## src/binary_arithmetic_encoder_macros.svh

```systemverilog
// assertion macros for the binary arithmetic encoder
// expects clk and rst_n in the scope of the module that includes it
`ifndef BINARY_ARITHMETIC_ENCODER_MACROS_SVH
`define BINARY_ARITHMETIC_ENCODER_MACROS_SVH

// same-cycle implication, disabled during reset
`define BAE_ASSERT_NOW(label, ante, cons) \
    label: assert property (@(posedge clk) disable iff (!rst_n) (ante) |-> (cons)) \
        else $error("encoder check failed");

// next-cycle implication, disabled during reset
`define BAE_ASSERT_NEXT(label, ante, cons) \
    label: assert property (@(posedge clk) disable iff (!rst_n) (ante) |=> (cons)) \
        else $error("encoder check failed");

`endif

```

## src/bae_pkg.sv

```systemverilog
// shared types and constants of the binary arithmetic encoder
// no dependencies
package bae_pkg;

    localparam int unsigned BoundW    = 32;
    localparam int unsigned ProbW     = 16;
    localparam int unsigned ByteW     = 8;
    localparam int unsigned MaxShifts = 4;
    localparam int unsigned IterW     = $clog2(MaxShifts + 1);

    localparam logic [BoundW-1:0] LowReset  = '0;
    localparam logic [BoundW-1:0] HighReset = '1;
    localparam logic [ByteW-1:0]  FillByte  = '1;

    typedef struct packed {
        logic             mode;
        logic [ProbW-1:0] prob_one;
        logic             bit_value;
    } in_word_t;

    typedef struct packed {
        logic [ByteW-1:0] out_byte;
        logic             last_of_run;
        logic             stream_end;
    } out_word_t;

    typedef struct packed {
        logic             load;
        logic [ProbW-1:0] a;
        logic [ProbW-1:0] b;
    } mul_req_t;

    typedef enum logic [2:0] {
        ST_IDLE,
        ST_MUL_HI,
        ST_MUL_LO,
        ST_ADD,
        ST_SHIFT,
        ST_FINAL
    } state_t;

endpackage

```

## src/bae_mul.sv

```systemverilog
// shared 16x16 multiplier with registered product
// depends on bae_pkg
module bae_mul (
    input  logic                                 clk,
    input  bae_pkg::mul_req_t                    req,
    output logic [2*bae_pkg::ProbW-1:0]          product
);

    logic [2*bae_pkg::ProbW-1:0] product_reg;
    logic [2*bae_pkg::ProbW-1:0] product_next;

    always_comb
    begin
        product_next = product_reg;
        if (req.load)
        begin
            product_next = req.a * req.b;
        end
    end

    always_ff @(posedge clk)
    begin
        product_reg <= product_next;
    end

    assign product = product_reg;

endmodule

```

## src/binary_arithmetic_encoder.sv

```systemverilog
// binary arithmetic encoder: an encode word passes through MUL_HI, MUL_LO, ADD and SHIFT,
// a finish word through SHIFT and FINAL, emitting 1 to 5 bytes; output stalls hold the sequencer.
// both partial products of the split go through one shared 16x16 multiplier in turn,
// and bytes leave one per cycle while the output is not stalled, through a single output register.
// in_ready is high only while the sequencer is idle; rst_n clears the sequencer,
// the output valid and sets the interval to its full width.
`include "binary_arithmetic_encoder_macros.svh"

module binary_arithmetic_encoder (
    input  logic                clk,
    input  logic                rst_n,
    input  logic                in_valid,
    output logic                in_ready,
    input  bae_pkg::in_word_t   in_data,
    output logic                out_valid,
    input  logic                out_ready,
    output bae_pkg::out_word_t  out_data
);

    bae_pkg::state_t state_reg;
    bae_pkg::state_t state_next;

    logic [bae_pkg::BoundW-1:0] low_reg;
    logic [bae_pkg::BoundW-1:0] low_next;
    logic [bae_pkg::BoundW-1:0] high_reg;
    logic [bae_pkg::BoundW-1:0] high_next;
    logic [bae_pkg::BoundW-1:0] range_reg;
    logic [bae_pkg::BoundW-1:0] range_next;
    logic [bae_pkg::BoundW-1:0] split_reg;
    logic [bae_pkg::BoundW-1:0] split_next;
    logic [bae_pkg::ProbW-1:0]  prob_reg;
    logic [bae_pkg::ProbW-1:0]  prob_next;
    logic                       bit_reg;
    logic                       bit_next;
    logic                       fin_reg;
    logic                       fin_next;
    logic [bae_pkg::IterW-1:0]  iter_reg;
    logic [bae_pkg::IterW-1:0]  iter_next;

    logic                       out_valid_reg;
    logic                       out_valid_next;
    bae_pkg::out_word_t         out_word_reg;
    bae_pkg::out_word_t         out_word_next;

    bae_pkg::mul_req_t          mul_req;
    logic [bae_pkg::BoundW-1:0] product;
    logic [bae_pkg::BoundW-1:0] split_sum;

    logic in_fire;
    logic out_free;
    logic top_agree;
    logic iter_left;
    logic next_agree;

    bae_mul u_mul (
        .clk     (clk),
        .req     (mul_req),
        .product (product)
    );

    assign in_ready   = (state_reg == bae_pkg::ST_IDLE);
    assign in_fire    = in_valid && in_ready;
    assign out_free   = !out_valid_reg || out_ready;
    assign top_agree  = (low_reg[31:24] == high_reg[31:24]);
    assign iter_left  = (iter_reg != bae_pkg::IterW'(bae_pkg::MaxShifts));
    // after the shift the next top bytes are the current second bytes
    assign next_agree = (low_reg[23:16] == high_reg[23:16]) &&
                        (iter_reg != bae_pkg::IterW'(bae_pkg::MaxShifts - 1));
    assign split_sum  = split_reg + {16'd0, product[31:16]};

    always_comb
    begin
        state_next     = state_reg;
        low_next       = low_reg;
        high_next      = high_reg;
        range_next     = range_reg;
        split_next     = split_reg;
        prob_next      = prob_reg;
        bit_next       = bit_reg;
        fin_next       = fin_reg;
        iter_next      = iter_reg;
        out_word_next  = out_word_reg;
        out_valid_next = out_valid_reg && !out_ready;
        mul_req        = '{load: 1'b0, a: range_reg[31:16], b: prob_reg};

        case (state_reg)
            bae_pkg::ST_IDLE:
            begin
                if (in_fire)
                begin
                    prob_next  = in_data.prob_one;
                    bit_next   = in_data.bit_value;
                    fin_next   = in_data.mode;
                    range_next = high_reg - low_reg;
                    iter_next  = '0;
                    state_next = in_data.mode ? bae_pkg::ST_SHIFT : bae_pkg::ST_MUL_HI;
                end
            end
            bae_pkg::ST_MUL_HI:
            begin
                mul_req    = '{load: 1'b1, a: range_reg[31:16], b: prob_reg};
                state_next = bae_pkg::ST_MUL_LO;
            end
            bae_pkg::ST_MUL_LO:
            begin
                mul_req    = '{load: 1'b1, a: range_reg[15:0], b: prob_reg};
                split_next = low_reg + product;
                state_next = bae_pkg::ST_ADD;
            end
            bae_pkg::ST_ADD:
            begin
                if (bit_reg)
                begin
                    high_next = split_sum;
                end
                else
                begin
                    low_next = split_sum + 32'd1;
                end
                state_next = bae_pkg::ST_SHIFT;
            end
            bae_pkg::ST_SHIFT:
            begin
                if (top_agree && iter_left)
                begin
                    if (out_free)
                    begin
                        out_valid_next = 1'b1;
                        out_word_next  = '{out_byte:    high_reg[31:24],
                                          last_of_run: !fin_reg && !next_agree,
                                          stream_end:  1'b0};
                        low_next       = {low_reg[23:0], 8'd0};
                        high_next      = {high_reg[23:0], bae_pkg::FillByte};
                        iter_next      = iter_reg + 1'b1;
                    end
                end
                else
                begin
                    state_next = fin_reg ? bae_pkg::ST_FINAL : bae_pkg::ST_IDLE;
                end
            end
            bae_pkg::ST_FINAL:
            begin
                if (out_free)
                begin
                    out_valid_next = 1'b1;
                    out_word_next  = '{out_byte:    high_reg[31:24],
                                      last_of_run: 1'b1,
                                      stream_end:  1'b1};
                    low_next       = bae_pkg::LowReset;
                    high_next      = bae_pkg::HighReset;
                    state_next     = bae_pkg::ST_IDLE;
                end
            end
            default:
            begin
                state_next = bae_pkg::ST_IDLE;
            end
        endcase
    end

    always_ff @(posedge clk or negedge rst_n)
    begin
        if (!rst_n)
        begin
            state_reg     <= bae_pkg::ST_IDLE;
            low_reg       <= bae_pkg::LowReset;
            high_reg      <= bae_pkg::HighReset;
            out_valid_reg <= 1'b0;
            fin_reg       <= 1'b0;
            iter_reg      <= '0;
        end
        else
        begin
            state_reg     <= state_next;
            low_reg       <= low_next;
            high_reg      <= high_next;
            out_valid_reg <= out_valid_next;
            fin_reg       <= fin_next;
            iter_reg      <= iter_next;
        end
    end

    always_ff @(posedge clk)
    begin
        range_reg    <= range_next;
        split_reg    <= split_next;
        prob_reg     <= prob_next;
        bit_reg      <= bit_next;
        out_word_reg <= out_word_next;
    end

    assign out_valid = out_valid_reg;
    assign out_data  = out_word_reg;

    // interval never collapses or inverts between words
    `BAE_ASSERT_NOW(a_interval_ordered, state_reg == bae_pkg::ST_IDLE, low_reg < high_reg)
    // the end-of-stream byte always closes its run
    `BAE_ASSERT_NOW(a_end_is_last, out_valid_reg && out_word_reg.stream_end,
                    out_word_reg.last_of_run)
    // one word at a time
    `BAE_ASSERT_NEXT(a_busy_after_accept, in_fire, !in_ready)
    // a finish word always leaves through the final byte state
    `BAE_ASSERT_NEXT(a_finish_path,
                     state_reg == bae_pkg::ST_SHIFT && fin_reg && !(top_agree && iter_left),
                     state_reg == bae_pkg::ST_FINAL)

endmodule
```

## config.mk

```make
export PLATFORM = sky130hd
export DESIGN_NAME = binary_arithmetic_encoder
export DESIGN_NICKNAME = d
export VERILOG_FILES = /design/src/bae_pkg.sv /design/src/bae_mul.sv /design/src/binary_arithmetic_encoder.sv
export VERILOG_INCLUDE_DIRS = /design/src /design/src/src
export SDC_FILE = /design/constraint.sdc
export NUM_CORES = 1
export LEC_CHECK = 0
export BUFFER_PORTS_ARGS = -buffer_cell sky130_fd_sc_hd__buf_2
export CAP_MARGIN = 30
export CORE_MARGIN = 5
export CORE_UTILIZATION = 35
export DETAILED_ROUTE_END_ITERATION = 10
export PLACE_DENSITY_LB_ADDON = 0.3
export SLEW_MARGIN = 30
export SYNTH_ARGS = -nofsm -noshare
export SYNTH_HDL_FRONTEND = slang
export SYNTH_SLANG_ARGS = --single-unit
```

## constraint.sdc

```tcl
create_clock -name clk -period 10.7 [get_ports clk]
set_clock_uncertainty 0.1 [all_clocks]
set_input_delay 0.535 -clock clk [delete_from_list [all_inputs] [get_ports clk]]
set_output_delay 0.535 -clock clk [all_outputs]
set_load 0.02 [all_outputs]
```

==> results.py <==
metrics = {
    "global_routing": {
        "grt_antenna_before_repair": 1,
        "grt-ovfl-total": 0,
        "grt_pass1_vias": 16300,
        "grt_pass1_wl_um": 92500,
        "grt_max_degree": 73,
        "grt_usage": 0.185,
    },
    "timing": {
        "setup_viol": 0,
        "rsz0062_at_grt": "false",
        "fin_crit_sh": 0.810,
        "timing.fmax_mhz": 115,
        "hold_viol": 0,
        "slew_headroom": 0.371,
        "slew_violations": 0,
        "period_needed_ps": 8670,
        "worst_slew_pin_slew_ps": 941,
        "fin_setup_tns_ps": 0,
    },
    "synthesis": {
        "syn_area_mm2": 0.0208,
        "seq_area_frac_synth": 0.266,
        "yosysTopAreaCell": "fa_1",
        "synth_seq_cells": 195,
        "synth_cell_types": 81,
        "async_flop_share": 0.369,
        "netlist.area_leader.share": 0.189,
        "postSynthCellCount": 2200,
        "ys_warn_count": 0,
        "synth-main-ff-cell": "edfxtp_1",
        "synthTopCellsByArea": "fa_1 (19%), edfxtp_1 (18%), ha_1 (11%)",
        "syn_avg_cell_area_um2": 9.47,
        "synthesis.nets": 2605,
        "synth_edf_count": 123,
    },
    "critical_path": {
        "cp.arrival_ps": 8810,
        "r2r-end": "u_mul.product[31]",
        "cp.required_ps": 10850,
        "critical_path_class": "reg2reg",
        "start_kind": "flop",
        "r2r_slack_ps": 2030,
        "end_kind": "flop",
        "crit_fanout": 17,
        "reg2regPathDepth": 24,
        "r2r_start": "state_reg[2]",
    },
    "die": {
        "dieArea_mm2": 0.0645,
        "fp.coreArea_mm2": 0.0590,
        "row_count": 89,
        "start_util": 0.353,
        "die_w_um": 254,
        "num_io_pins": 34,
        "die_y_um": 254,
    },
    "clock_tree": {
        "cts_max_level": 4,
        "root_buffer": "clkbuf_16",
        "postCtsSetupBuffers": 0,
        "cts_tree": "done",
        "cts_buffer_depth": 2,
        "clkTransAtPathRegs_ps": 80,
        "clk_latency_ps": 500,
        "cts_hold_buf": 0,
        "ctsResizeCount": 0,
        "cts_buffers": 17,
        "clock_sinks": 195,
    },
    "drt": {
        "wl_met2_um": 29300,
        "first_iter_violations": 1025,
        "num_vias": 16100,
        "routedWlPerCell_um": 19.9,
        "firstDrtPassIters": 5,
        "drc": 0,
        "wl_met1_um": 25400,
        "routed.top_layer": "met4",
        "avgViaCountPerCell": 5.42,
        "drtAntennaViolNets": 0,
        "dr_wl_met3_um": 2730,
        "totalWireLength_um": 59000,
    },
    "placement": {
        "dp_hpwl_um": 47800,
        "portBuffers": 33,
        "place_congestion": 0.909,
    },
    "finish": {
        "syn_to_final_growth_pct": 7.21,
        "drive_above_1_share": 0.0684,
        "nNetsFinal": 2586,
    },
    "hold_path": {
        "hp-class": "in2async",
    },
    "status": {
        "outcome": "finished clean",
    },
    "job": {
        "max-cap-violations": 0,
    },
}
-- cells in the final DEF (no fill, tap or decap), types with 7 or more instances in the layout --
master     instances
or3_1             13
o211ai_1           8
o21ai_0           82
o22ai_1            7
buf_2             33
fa_1             197
nor4_1            15
nand2b_1          15
nor2_1            80
nand2_1          228
ha_1             186
nor2b_1           15
a21o_1            50
mux2_2            17
nand4_1           13
a211oi_1          27
nand3_1           54
edfxtp_1         123
and2_1           130
and3_1            18
xnor2_1           84
o221ai_1          15
xor2_1            43
clkbuf_16         19
o31ai_1           24
a31oi_1           10
o21bai_1          11
buf_4             11
inv_1            296
a21oi_1           98
nor3_1            52
dfrtp_1           40
dfstp_2           32
o21a_1            19
-- cells in the mapped netlist, types with 54 or more instances --
cell	count
fa_1	197
and2_1	130
nand3_1	54
edfxtp_1	123
xnor2_1	84
clkbuf_1	72
a21oi_1	98
nand2_1	228
ha_1	186
o21ai_0	82
nor2_1	82
inv_1	297
-- worst max-delay path, stage by stage (launching register included) --
cell and delay [ps]:
dfrtp_1 490, nand2b_1 260, nor2_4 570, mux2_2 560, and2_1 240, fa_1 530, inv_1 50, fa_1 470
inv_1 50, fa_1 470, fa_1 500, fa_1 490, inv_1 50, fa_1 470, inv_1 40, ha_1 350
a21oi_1 170, o21ai_0 150, a2111oi_0 710, nor3_1 180, a2111oi_0 680, o31ai_1 280, a41oi_1 280, o21bai_1 100
xnor2_1 140
-- worst max path at each step --
stage                       startpoint                 to  cells after the start
after global routing      state_reg[2]  u_mul.product[31]                     24
final                     state_reg[2]  u_mul.product[31]                     24
after detailed placement  state_reg[2]  u_mul.product[31]                     24
after global placement    state_reg[2]  u_mul.product[31]                     24
after CTS                 state_reg[2]  u_mul.product[31]                     24
after floorplan           state_reg[2]  u_mul.product[31]                     24
-- metrics by stage --
stage	hold slack [ps]	worst slack [ps]	cell area (µm²)	cells	util
floorplan	139	1880	20800	2200	-
global placement	380	2180	21700	2935	0.368
detailed placement	383	2020	21700	2935	0.368
CTS	64.4	1990	22300	2967	0.378
global route	80.3	1460	22300	2967	0.378
finish	51.5	2030	22300	2968	0.378
-- per-layer routing --
layer  up-vias  GRT usage
li1       7462          -
met2       417      0.317
met5         -          0
met1      8117      0.247
met4         0     0.0568
met3        82     0.0238
-- cells by family after synthesis --
| group | Yosys count | share of synthesized area |
|---|---|---|
| AND/OR/NAND/NOR | 668 | 0.160 |
| AO/OA/AOI/OAI | 427 | 0.139 |
| adder cells (fa/ha/maj) | 383 | 0.301 |
| buffers and inverters | 380 | 0.0700 |
| flip-flops | 195 | 0.266 |
| XOR/XNOR | 128 | 0.0542 |
| multiplexers | 19 | 0.0102 |
-- final cells by class --
cell class	instances	area, µm²
tap	773	967
multi-input combinational	1625	13900
clock inverter	11	105
inverter	297	1110
fill	5973	36700
timing repair buffer	45	259
sequential	195	5540
clock buffer	21	493
antenna	1	2.50
Power is left out: the tool's default activity adds up to more than one toggle a clock period on the data nets, which glitch-free logic cannot reach.
